==> src/design/lobm_ram.sv <==
module lobm_ram #(
    parameter int WIDTH  = 8,
    parameter int DEPTH  = 16,
    parameter int ADDR_W = $clog2(DEPTH)
) (
    input  logic              aclk,
    input  logic              we,
    input  logic [ADDR_W-1:0] waddr,
    input  logic [WIDTH-1:0]  wdata,
    input  logic [ADDR_W-1:0] raddr,
    output logic [WIDTH-1:0]  rdata
);

    logic [WIDTH-1:0] mem [DEPTH];

    always_ff @(posedge aclk) begin
        if (we) begin
            mem[waddr] <= wdata;
        end
        rdata <= mem[raddr];
    end

endmodule

==> config.mk <==
export PLATFORM = sky130hd
export DESIGN_NAME = lobm_ram
export DESIGN_NICKNAME = d
export VERILOG_FILES = /design/src/design/lobm_ram.sv
export SDC_FILE = /design/constraint.sdc
export NUM_CORES = 1
export LEC_CHECK = 0
export ABC_AREA = 1
export BUFFER_PORTS_ARGS = -buffer_cell sky130_fd_sc_hd__buf_2
export CORE_MARGIN = 2
export CORE_UTILIZATION = 35
export CTS_CLUSTER_SIZE = 14
export DETAILED_ROUTE_END_ITERATION = 6
export PLACE_DENSITY = 0.58
export SETUP_SLACK_MARGIN = 0.2
export SYNTH_ARGS = -nofsm -noshare
export SYNTH_HDL_FRONTEND = slang
export SYNTH_SLANG_ARGS = --single-unit
==> constraint.sdc <==
create_clock -name aclk -period 1.4 [get_ports aclk]
set_input_delay 0.07 -clock aclk [delete_from_list [all_inputs] [get_ports aclk]]
set_output_delay 0.07 -clock aclk [all_outputs]
set_load 0.01 [all_outputs]
[After elaboration in Yosys (flattened, before gate mapping)]
Memories as Yosys holds them, arrays and structs flattened. A register that Yosys moved wholly into a read port is not among the register bits.
Index checks and enable logic that the tools add are counted.
Storage, ports and cells
  memories: 1
  bits of input ports: 18
  output and inout port bits: 8
  RAM bits: 128
  word-level logic and storage cells: 3
  bits in registers: 0
Operators by class
  muxes and demuxes: 2
Memories
  mem: words 16, width 8, rd ports 1, clocked after Yosys merged registers in 1, wr ports 1, line 14  | logic [WIDTH-1:0] mem [DEPTH];
Operators by type and width (count)
  $mux 1: 2

[Longest topological paths before layout]
Gate-level depths: netlist of the first run.
  depth after elaboration: 2
  depth in mapped cells: 8
  mapped depth without buffers: 7

[Worst setup path after synthesis of the first run]
Ideal clock, no wire load.
  kind: in2reg
  start point: input waddr[2]
  end point: memory mem[10][0], enable pin
  stages on the path: 2
  data required time: 1.030 ns
  buffers on the path: 0
  path slack: 0.379 ns
  data arrival time: 0.651 ns
  library setup time: 0.370 ns
  cells stage by stage: nand3b_1 -> nor2_1
RTL lines
  start, declared: line 8  | input logic [ADDR_W-1:0] waddr,
  end, declared: line 14
Straight into the memory's write port.

==> metrics.md, run 1 <==
| Metric | Value |
|---|---|
| Number of enable-type register cells in the synthesized netlist | `roughly 130` |
| Transition time at the pin with the least slew margin | `approximately 0.48 ns` |
| Number of warnings issued by yosys | `0` |
| List of most frequent post-synthesis cells | `nand2_1, edfxtp_1, inv_1` |
| Largest net degree at the start of global routing | `39` |
| Number of nets in the layout | `616` |
| Setup violators final | `0` |
| Outcome | `completed` |
| Die height | `approximately 130 um` |
| Via density | `4.595` |
| Adder and majority cell fraction of the synthesized area | `0%` |
| Dominant combinational cell family by area after synthesis | `simple AND/OR/NAND/NOR gates` |
| Finished layout cell area | `6735 um^2` |
| Post-Route Utilization | `42.09%` |
| Wire length of the first global-routing pass | `20690 um` |
| Total global-route track usage | `15.96%` |
| Clock insertion delay at the later pin of the skew report | `between 0.4 and 0.5 ns` |
| Critical-path cell with the highest stage delay | `edfxtp_1` |
| Max-Slew Margin vs Limit | `between 60% and 70%` |
| Initial Utilization | `between 30% and 40%` |
| Maximum buffer depth of the clock tree | `2` |
| Most area-consuming cells after synthesis | `edfxtp_1, nand2_1, nand3_1` |
| Cell Chain, Critical Path | `inv_1 -> nand2_1 -> nand3_1 -> nand3_1 -> nand3_1 -> nand2_1` |
| Share of the synthesized area in the top cell type | `between 60% and 70%` |
| Synth Area in XOR/XNOR | `0%` |
| Number of I/O port buffers | `25` |
| Vias | `between 3000 and 4000` |
| Area of the core | `between 15000 and 20000 um^2` |
| Synth Area in Simple Gates | `about a fifth` |
| Num CTS Buffers | `17` |
| Endpoints failing hold | `0` |
| DRC violation count after routing | `0` |
| Post-cts gate resize count | `0` |
| Die extent in x | `132.4 um` |
| Share of layout cells above drive strength 1 | `a little under an eighth` |
| Count of boundary I/O pins | `26` |
| Total cell area at the placement stage | `between 6000 and 7000 um^2` |
| FFs w/ async S/R, synth | `0%` |
| Achievable Freq | `~0.96 GHz` |
| Cell Rows | `46` |
| Antenna violations before repair | `0` |
| Startpoint type of the worst setup path | `flop` |
| Worst Hold Launch | `wdata[7]` |
| Critical path peak fanout | `1` |
| Net count after synthesis | `between 500 and 600` |
| Worst r2r path cells | `6` |
| RD Place Congestion | `roughly 0.81` |
| Worst setup skew after layout | `0.003225 ns` |
| Post-synthesis sequential area ratio | `between 60% and 70%` |
| Kind of end point of the critical path | `flop` |
| Number of global-route vias before repair | `3737` |
| Share of synthesized area spent on multiplexers | `0%` |
| Worst flop-to-flop path startpoint | `mem[1][5]` |
| Total power per unit cell area | `roughly 1300 nW/um^2` |
| Min Clock Period, post-route | `between 1 and 1.5 ns` |
| Total half-perimeter wirelength after legalization and detailed placement | `approximately 8300 um` |
| Clock net sink count | `between 100 and 150` |
| CTS H-Tree Depth | `4` |
| Crit path required time | `around 1.7 ns` |
| Final clock period utilization by the worst path | `roughly 74%` |
| Most prevalent standard cell on the critical path | `nand3_1` |
| Top layer used by detailed routing | `met4` |
| Routed length on met3 | `474 um` |
| Final antenna diode count | `0` |
| Total Die Area | `about 18000 um^2` |
| Leakage dissipation | `between 0.002 and 0.003 uW` |
| CTS tree | `done` |
| Delay of the slowest critical-path stage | `0.35 ns` |
| Leading area contributor after synthesis | `edfxtp_1` |
| Mean Syn Cell Area | `between 10 and 15 um^2` |
| TritonRoute pass-1 iters | `5` |
| Number of DRC markers after the initial detailed-route iteration | `221` |
| Critical path data arrival time | `between 1 and 1.5 ns` |
| Growth of design area from synthesis to finish | `16.79%` |
| Post-Syn Instances | `about 550` |
| Max-slew violation count | `0` |
| Number of library cell types mapped by synthesis | `12` |
| Post-synthesis compound-gate area fraction | `0%` |
| Post-CTS clock slew at the launch and capture registers of the worst setup and hold paths | `roughly 0.050 ns` |
| Remaining global-route overflow | `0` |
| Most common flop cell mapped by yosys | `edfxtp_1` |
| Length of routed met2 wiring | `~6400 um` |
| Final TNS setup | `0 ns` |
| Maximum VDD drop | `between 0.0009 and 0.001 V` |
| Master cell of the clock root buffer | `clkbuf_16` |
| Hold crit path type | `input pin to flop` |
| Setup crit end | `rdata[5]` |
| Setup repair after global routing missed its margin | `false` |
| Post-DR wirelength/cell | `~16 um` |
| Post-Syn Area | `just under 6000 um^2` |
| Sum of internal, switching and leakage power | `a little under 9000 uW` |
| Post-Route WL | `13230 um` |
| Worst-case register-to-register setup slack | `about 0.36 ns` |
| Most frequent cell after synthesis | `nand2_1` |
| Crit path launch | `mem[1][5]` |
| Maxcap violations | `0` |
| Yosys reg bits | `between 100 and 150` |
| Critical Setup Path Class | `flop to flop` |
| RR Endpoint | `rdata[5]` |
| Routed length on met1 | `between 6000 and 7000 um` |
| Post-route ant nets | `0` |
cell usage in the layout, fill, tap and decap left out:
cell type,Yosys,routed
buf_2,13,25
clkbuf_1,0,8
clkinv_1,0,5
buf_4,4,22
clkbuf_16,0,17
inv_1,100,100
nor2_1,17,17
dfxtp_1,8,8
nand2_1,173,173
clkinv_2,0,2
inv_2,2,2
nand3_1,97,97
nand3b_1,2,2
edfxtp_1,128,128
buf_12,0,4
dlygate4sd3_1,0,1
final cells by class:
class	count	area (um^2)
Fill cell	1591	9265
Sequential cell	136	4004
Multi-Input combinational cell	289	1214
Clock buffer	25	455.4
Inverter	102	382.9
Timing Repair Buffer	52	380.4
Tap cell	216	270.3
Clock inverter	7	28.78
stage by stage:
| stage | hold slack [ns] | setup WS, ns | instances |
|---|---|---|---|
| 2_1_floorplan | 0.1689 | 0.3792 | 551 |
| 3_3_place_gp | 0.4321 | 0.1426 | 794 |
| 3_5_place_dp | 0.4372 | 0.1252 | 794 |
| 4_1_cts | 0.06016 | 0.3538 | 827 |
| 5_1_grt | 0.07583 | 0.2197 | 827 |
| 6_report | 0.06762 | 0.3590 | 827 |
where the power goes:
part / switching [uW] / internal (uW) / total, uW / leakage, uW
clock: 1500 / 2220 / 3720 / 0.000235
sequential: 30.2 / 4560 / 4590 / 0.00122
combinational: 397 / 184 / 581 / 0.00145
flip-flops by register name (all words and copies together), names as in the netlist:
name   flops
mem      128
rdata      8
repair_timing:
item                                    4_1_cts  5_1_grt
hold buffers                                  1        0
hold endpoints to repair                      3        0
setup buffers                                 0        0
endpoints found under the setup margin        0        0
metal layers:
metal | track usage [%] | vias to the layer above
met3 | 3.729 | 18
met2 | 25.88 | 80
met4 | 6.511 | 0
met1 | 20.69 | 1839
li1 | - | 1863
met5 | 0 | -
critical path, delay by kind of cell, from the launching register on:
kind | cells | cell delay [ns]
and+or+nand+nor | 5 | 0.52
DFF | 1 | 0.35
buffers and inverters | 1 | 0.07
cell families (layout without fill, tap and decap cells):
| group | Yosys count | count (layout) |
|---|---|---|
| buf+inv | 126 | 186 |
| flops | 136 | 136 |
| simple gates | 289 | 289 |
how the worst min path moves through the flow:
stage / end / slack (ns) / cells after the start
3_3_place_gp: rdata[1] / 0.43 / 3
5_1_grt: mem[0][1] / 0.08 / 1
3_5_place_dp: rdata[1] / 0.44 / 3
2_1_floorplan: mem[0][0] / 0.17 / 0
6_report: mem[1][7] / 0.07 / 1
4_1_cts: mem[14][1] / 0.06 / 1
No activity file was read; power rests on OpenSTA's default activity.
==> inputs of run 2 (changes only) <==
--- a/config.mk
+++ b/config.mk
@@ -11,7 +11,7 @@
 export CORE_UTILIZATION = 35
 export CTS_CLUSTER_SIZE = 14
 export DETAILED_ROUTE_END_ITERATION = 6
-export PLACE_DENSITY = 0.58
+export PLACE_DENSITY = 0.6
 export SETUP_SLACK_MARGIN = 0.2
 export SYNTH_ARGS = -nofsm -noshare
 export SYNTH_HDL_FRONTEND = slang
==> constraint.sdc (replaced) <==
create_clock -name aclk -period 0.9 [get_ports aclk]
set_input_delay 0.045 -clock aclk [delete_from_list [all_inputs] [get_ports aclk]]
set_output_delay 0.045 -clock aclk [all_outputs]
set_load 0.01 [all_outputs]
==> run 2 against run 1 <==
  * The run now ends with negative setup slack left
  * Worst setup slack worse by 0.40 ns
  * Clock skew up 0.0067 ns
  * Via count up 0.55%
  * First-iteration DRC count up 44%
  * Critical path type is now flop to output port
  * Critical endpoint is now rdata[7]
==> metrics.md, run 2 (synthesis gave the netlist of run 1 again) <==
| Metric | Value |
|---|---|
| Post-layout worst setup margin | `-0.04137 ns (-0.4004 ns)` |
| Critical Setup Path Class | `flop to output port` |
| Cell Rows | `46 (unchanged)` |
| RD Place Congestion | `0.8106 (+0.47%)` |
| Count of boundary I/O pins | `26 (unchanged)` |
| Vias | `3821 (+0.55%)` |
| Number of nets in the layout | `623 (+1.1%)` |
| Hold crit path type | `input pin to flop` |
| Post-Route WL | `13320 um (+0.68%)` |
| Final instance count without filler cells | `834 (+0.85%)` |
| Number of global-route vias before repair | `3745 (+0.21%)` |
| Largest Register | `mem` |
| Final antenna diode count | `0 (unchanged)` |
| Net Sw Frac | `22.88% (+1.2 points)` |
| Delay of the slowest critical-path stage | `0.36 ns (about the same)` |
| CTS tree | `done` |
| Leakage dissipation | `0.003127 uW (+7.6%)` |
| Failing checks | `negative setup slack` |
| Dpl cells | `801 (+0.88%)` |
| Max-Slew Margin vs Limit | `70.49% (+2.2 points)` |
| Growth of design area from synthesis to finish | `28.34%` |
| Most common library cell in the layout ignoring fill and taps | `nand2_1` |
| Maximum VDD drop | `0.001331 V (+37%)` |
| Post-Route Utilization | `46.25% (+4.2 points)` |
| Antenna violations before repair | `0 (unchanged)` |
| Largest registers in the final layout | `mem (128), rdata (8)` |
| Master cell of the clock root buffer | `clkbuf_16` |
| Buffers & Inverters on Critical Path | `1 (unchanged)` |
| Die extent in x | `132.4 um (unchanged)` |
| Crit path required time | `0.85 ns (-0.86 ns)` |
| Worst Hold Launch | `wdata[0]` |
| Achievable Freq | `~1.1 GHz` |
| Number of I/O port buffers | `25 (unchanged)` |
| Share of total power in the clock network | `44.7% (+2.9 points)` |
| Finished layout cell area | `7401 um^2 (+9.9%)` |
| Num CTS Buffers | `17 (unchanged)` |
| Number of DRC markers after the initial detailed-route iteration | `318 (+44%)` |
| Die height | `132.4 um (unchanged)` |
| DRC violation count after routing | `0 (unchanged)` |
| Clock insertion delay at the later pin of the skew report | `0.42 ns (about the same)` |
| Worst Hold Path Cells | `1 (unchanged)` |
| Sequential share of power | `47.5% (-4.1 points)` |
| Post-route ant nets | `0 (unchanged)` |
| Worst-case register-to-register setup slack | `-0.04 ns (-0.40 ns)` |
| Critical-path cell with the highest stage delay | `dfxtp_4` |
| Max-slew violation count | `0 (unchanged)` |
| Area of the core | `16000 um^2 (unchanged)` |
| Setup repair after global routing missed its margin | `true` |
| Worst r2r path cells | `6 (unchanged)` |
| Sink of the worst hold path | `mem[9][0]` |
| Total half-perimeter wirelength after legalization and detailed placement | `8545 um (+2.3%)` |
| Worst flop-to-flop path startpoint | `mem[0][5]` |
| Max FFs per register | `128 (unchanged)` |
| Maxcap violations | `0 (unchanged)` |
| Commonest non-fill, non-tap cells in the layout | `nand2_1, edfxtp_1, inv_1` |
| Final clock period utilization by the worst path | `104.6%` |
| Largest net degree at the start of global routing | `29 (-26%)` |
| TritonRoute pass-1 iters | `5 (unchanged)` |
| Worst setup skew after layout | `0.009950 ns (+0.006725 ns)` |
| Wire length of the first global-routing pass | `20890 um (+0.97%)` |
| Total power per unit cell area | `2031 nW/um^2 (+54%)` |
| Total global-route track usage | `16.24% (+0.28 points)` |
| Outcome | `finished, violations left` |
| Maximum buffer depth of the clock tree | `2 (unchanged)` |
| Power Internal | `11590 uW (+67%)` |
| Kind of end point of the critical path | `output port` |
| Critical path peak fanout | `1 (unchanged)` |
| Clock net sink count | `136 (unchanged)` |
| Initial Utilization | `36.04% (unchanged)` |
| Post-DR wirelength/cell | `15.97 um (-0.16%)` |
| Cell family contributing the most delay on the critical path | `flip-flops` |
| Post-CTS clock slew at the launch and capture registers of the worst setup and hold paths | `0.06 ns (about the same)` |
| Share of layout cells above drive strength 1 | `26.54% (+15 points)` |
| Min Clock Period, post-route | `roughly 0.94 ns` |
| Total cell area at the placement stage | `6551 um^2 (+5.0%)` |
| Transition time at the pin with the least slew margin | `0.4420 ns (-0.03309 ns)` |
| Final hold slack | `0.05208 ns (-0.01553 ns)` |
| RR Endpoint | `rdata[5]` |
| Final TNS setup | `-0.2190 ns (-0.2190 ns)` |
| Via density | `4.582 (-0.29%)` |
| Total Die Area | `17520 um^2 (unchanged)` |
| Critical path data arrival time | `0.90 ns (-0.45 ns)` |
| Fill cell total of the finished layout | `1495 (-6.0%)` |
| Setup violators final | `10 (+10)` |
| CTS H-Tree Depth | `4 (unchanged)` |
| Remaining global-route overflow | `0 (unchanged)` |
| Cell Chain, Critical Path | `buf_6` |
| Net Switching | `3439 uW (+79%)` |
| Startpoint type of the worst setup path | `flop` |
| Combinational Power Share | `7.8% (+1.3 points)` |
| Endpoints failing hold | `0 (unchanged)` |
## run 2: what timing repair did
item	CTS	global route
pin swaps	43	13
hold buffers	1	0
gates resized for setup	46	13
setup buffers	0	0
endpoints found under the setup margin	22	46
hold endpoints to repair	2	0
## run 2: how the worst max path moves through the flow
stage | cells past startpoint | end | start
finish | 1 | rdata[7] | rdata[7]
global route | 6 | rdata[5] | mem[1][5]
CTS | 1 | rdata[4] | rdata[4]
detailed placement | 5 | mem[7][0] | waddr[2]
global placement | 9 | rdata[1] | raddr[0]
floorplan | 2 | mem[10][0] | waddr[2]
## run 2: per-layer routing
metal | track usage, % | wire [um]
met5 | 0 | 0
met4 | 6.989 | 289
met3 | 3.614 | 565
met2 | 26.80 | 6669
met1 | 20.60 | 5799
## run 2: power by group through the flow
stage                     logic [uW]  clock network [uW]  registers, uW
after floorplan                  544                   0           7270
after global placement          1040                   0           7260
after detailed placement        1060                   0           7260
after CTS                       1160                6800           7140
after global routing            1270                7140           7150
final                           1170                6720           7140
## run 2: layout make-up
type / instances / area [um^2] / area share [%]
sequential: 136 / 4013 / 54.22
multi-input combinational: 289 / 1549 / 20.93
timing repair buffer: 59 / 605.6 / 8.183
clock buffer: 17 / 425.4 / 5.748
inverter: 102 / 382.9 / 5.173
tap: 216 / 270.3 / 3.652
clock inverter: 15 / 155.1 / 2.096
## run 2: through the flow
stage          setup WS, ns  power, uW
5_1_grt             -0.1119      15560
4_1_cts            -0.05595      15090
3_3_place_gp        -0.2132       8296
3_5_place_dp        -0.2453       8317
2_1_floorplan      -0.01864       7810
6_report           -0.04137      15030
==> inputs of run 3 (changes only) <==
--- a/config.mk
+++ b/config.mk
@@ -12,7 +12,7 @@
 export CTS_CLUSTER_SIZE = 14
 export DETAILED_ROUTE_END_ITERATION = 6
 export PLACE_DENSITY = 0.6
-export SETUP_SLACK_MARGIN = 0.2
+export SETUP_SLACK_MARGIN = 0.15
 export SYNTH_ARGS = -nofsm -noshare
 export SYNTH_HDL_FRONTEND = slang
 export SYNTH_SLANG_ARGS = --single-unit
==> run 3 against run 2 <==
  * The run still ends with negative setup slack left
  * Worst setup slack got worse by 0.033 ns
  * Critical path depth rose by 5
  * Total power fell by 4.0%
  * Combinational power fell by 7%
  * Register-to-register slack got worse by 0.03 ns
  * Clock power fell by 7.9%
  * Critical endpoint is now rdata[7]
  * Maximum frequency fell by 3.4%
  * Clock skew fell by 0.0062 ns
  * Hold slack improved by 0.012 ns
  * First-iteration DRC count fell by 19%
  * Largest power group unchanged
==> metrics.md, run 3 (synthesis gave the netlist of run 1 again) <==
| Metric | Value |
|---|---|
| Share of layout cells above drive strength 1 | `23.61% (-2.9 points)` |
| Kind of end point of the critical path | `flop` |
| Vias | `3896 (+2.0%)` |
| Max-Slew Margin vs Limit | `71.85% (+1.4 points)` |
| Clock net sink count | `136 (unchanged)` |
| Master cell of the clock root buffer | `clkbuf_16` |
| Hold crit path type | `input pin to flop` |
| Die height | `132.4 um (unchanged)` |
| Startpoint type of the worst setup path | `flop` |
| Outcome | `finished, violations left` |
| Final clock period utilization by the worst path | `108.2% (+3.7 points)` |
| Largest registers in the final layout | `mem (128), rdata (8)` |
| Transition time at the pin with the least slew margin | `0.4223 ns (-0.01971 ns)` |
| Critical path peak fanout | `1 (unchanged)` |
| Leakage dissipation | `0.003013 uW (-3.6%)` |
| Post-Route WL | `13720 um (+3.0%)` |
| Total power per unit cell area | `2026 nW/um^2 (-0.21%)` |
| Sequential share of power | `49.6% (+2.1 points)` |
| Area of the multi-input gates | `1501 um^2 (-3.1%)` |
| Post-CTS setup buffers | `0 (unchanged)` |
| Share of total power in the clock network | `42.9% (-1.8 points)` |
| TritonRoute pass-1 iters | `5 (unchanged)` |
| Failing checks | `negative setup slack` |
| CTS tree | `done` |
| Maximum VDD drop | `0.001299 V (-2.4%)` |
| Via density | `4.717 (+3.0%)` |
| Largest net degree at the start of global routing | `33 (+14%)` |
| Initial Utilization | `36.04% (unchanged)` |
| Post-CTS clock slew at the launch and capture registers of the worst setup and hold paths | `0.05 ns (about the same)` |
| Antenna violations before repair | `0 (unchanged)` |
| Achievable Freq | `1.026 GHz (-3.4%)` |
| Clock insertion delay at the later pin of the skew report | `0.42 ns (about the same)` |
| Die extent in x | `132.4 um (unchanged)` |
| Remaining global-route overflow | `0 (unchanged)` |
| Cell Rows | `46 (unchanged)` |
| Dpl cells | `794 (-0.87%)` |
| Num CTS Buffers | `17 (unchanged)` |
| Final TNS setup | `-0.3658 ns (-0.1468 ns)` |
| Largest Register | `mem` |
| Critical Setup Path Class | `flop to flop` |
| Worst flop-to-flop path startpoint | `mem[6][7]` |
| Max FFs per register | `128 (unchanged)` |
| Fill cell total of the finished layout | `1552 (+3.8%)` |
| Number of I/O port buffers | `25 (unchanged)` |
| Number of global-route vias before repair | `3738 (-0.19%)` |
| Setup repair after global routing missed its margin | `true` |
| Final instance count without filler cells | `826 (-0.96%)` |
| Maximum buffer depth of the clock tree | `2 (unchanged)` |
| RD Place Congestion | `0.9142 (+13%)` |
| Count of boundary I/O pins | `26 (unchanged)` |
| Finished layout cell area | `7119 um^2 (-3.8%)` |
| Number of DRC markers after the initial detailed-route iteration | `258 (-19%)` |
| CTS H-Tree Depth | `4 (unchanged)` |
| Crit path launch | `mem[6][7]` |
| Critical path data arrival time | `1.28 ns (+0.38 ns)` |
| Endpoints failing hold | `0 (unchanged)` |
| Worst setup skew after layout | `0.003720 ns (-0.006229 ns)` |
| Final hold slack | `0.06400 ns (+0.01191 ns)` |
| Area taken by flip-flops and latches | `4013 um^2 (unchanged)` |
| Most common library cell in the layout ignoring fill and taps | `nand2_1` |
| Total Die Area | `17520 um^2 (unchanged)` |
| Combinational Power Share | `7.6% (-0.2 points)` |
| Commonest non-fill, non-tap cells in the layout | `nand2_1, edfxtp_1, inv_1` |
| Total cell area at the placement stage | `6369 um^2 (-2.8%)` |
| Maxcap violations | `0 (unchanged)` |
| Worst r2r path cells | `6 (unchanged)` |
| Area of the core | `16000 um^2 (unchanged)` |
| Post-layout worst setup margin | `-0.07424 ns (-0.03287 ns)` |
| Setup violators final | `13 (+3)` |
| Crit path required time | `1.20 ns (+0.35 ns)` |
| Total global-route track usage | `16.13% (-0.11 points)` |
| Post-route ant nets | `0 (unchanged)` |
| Total half-perimeter wirelength after legalization and detailed placement | `8700 um (+1.8%)` |
| Power Internal | `11190 uW (-3.4%)` |
| RR Endpoint | `rdata[7]` |
| Wire length of the first global-routing pass | `21000 um (+0.56%)` |
| Growth of design area from synthesis to finish | `23.45%` |
| DRC violation count after routing | `0 (unchanged)` |
| Worst-case register-to-register setup slack | `-0.07 ns (-0.03 ns)` |
| Setup crit end | `rdata[7]` |
| Number of nets in the layout | `615 (-1.3%)` |
| Max-slew violation count | `0 (unchanged)` |
| Net Sw Frac | `22.43% (-0.46 points)` |
| Min Clock Period, post-route | `0.9742 ns (+0.03287 ns)` |
| Final antenna diode count | `0 (unchanged)` |
| Net Switching | `3236 uW (-5.9%)` |
| Post-DR wirelength/cell | `16.61 um (+4.0%)` |
==> run 3: power by group through the flow <==
stage	logic, uW	clock network, uW	registers, uW
final	1090	6190	7150
after global routing	1190	6550	7160
after CTS	1050	6300	7150
after detailed placement	984	0	7270
after global placement	966	0	7270
after floorplan	537	0	7270
==> run 3: how the worst min path moves through the flow <==
stage                     startpoint  cells past startpoint  slack (ns)        end
final                       wdata[4]                      1        0.06  mem[4][4]
after global routing        wdata[0]                      1        0.05  mem[1][0]
after detailed placement    rdata[6]                      1        0.45   rdata[6]
after CTS                   wdata[0]                      1        0.04  mem[7][0]
after global placement      rdata[6]                      1        0.45   rdata[6]
after floorplan             wdata[0]                      0        0.14  mem[0][0]
==> run 3: stage by stage <==
stage          total power [uW]  utilization, %  setup WS [ns]
4_1_cts                   14510           43.77       -0.06346
3_5_place_dp               8250           39.80        -0.2247
2_1_floorplan              7803               -       -0.01864
3_3_place_gp               8232           39.80        -0.2438
5_1_grt                   14900           44.49        -0.1166
6_report                  14430           44.49       -0.07424
==> run 3: repair_timing <==
item	CTS	global route
gates resized for setup	26	25
hold buffers	0	0
setup endpoints to repair	16	24
pin swaps	9	17
==> run 3: worst max-delay path, cell delays in order, from the launching register on <==
cell,delay [ns]
edfxtp_1,0.36
nand2_1,0.08
nand2_1,0.05
nand2_1,0.08
nand3_2,0.09
nand3_2,0.13
nand2_1,0.07
==> run 3: area by class of cell <==
cell class	count	area share, %
multi-input cells	289	21.09
clock buffers	20	6.134
flip-flops and latches	136	56.36
inverters	102	5.378
repair buffers	51	6.046
clock inverters	12	1.195
well taps	216	3.796
==> run 3: metal layers <==
metal / share of wire (%) / wire length (um) / vias up / GRT usage, %
met5: 0 / 0 / - / 0
met2: 51 / 6996 / 91 / 26.28
li1: - / - / 1874 / -
met1: 44 / 5997 / 1911 / 20.46
met3: 3.5 / 482 / 20 / 3.652
met4: 1.8 / 243 / 0 / 7.527
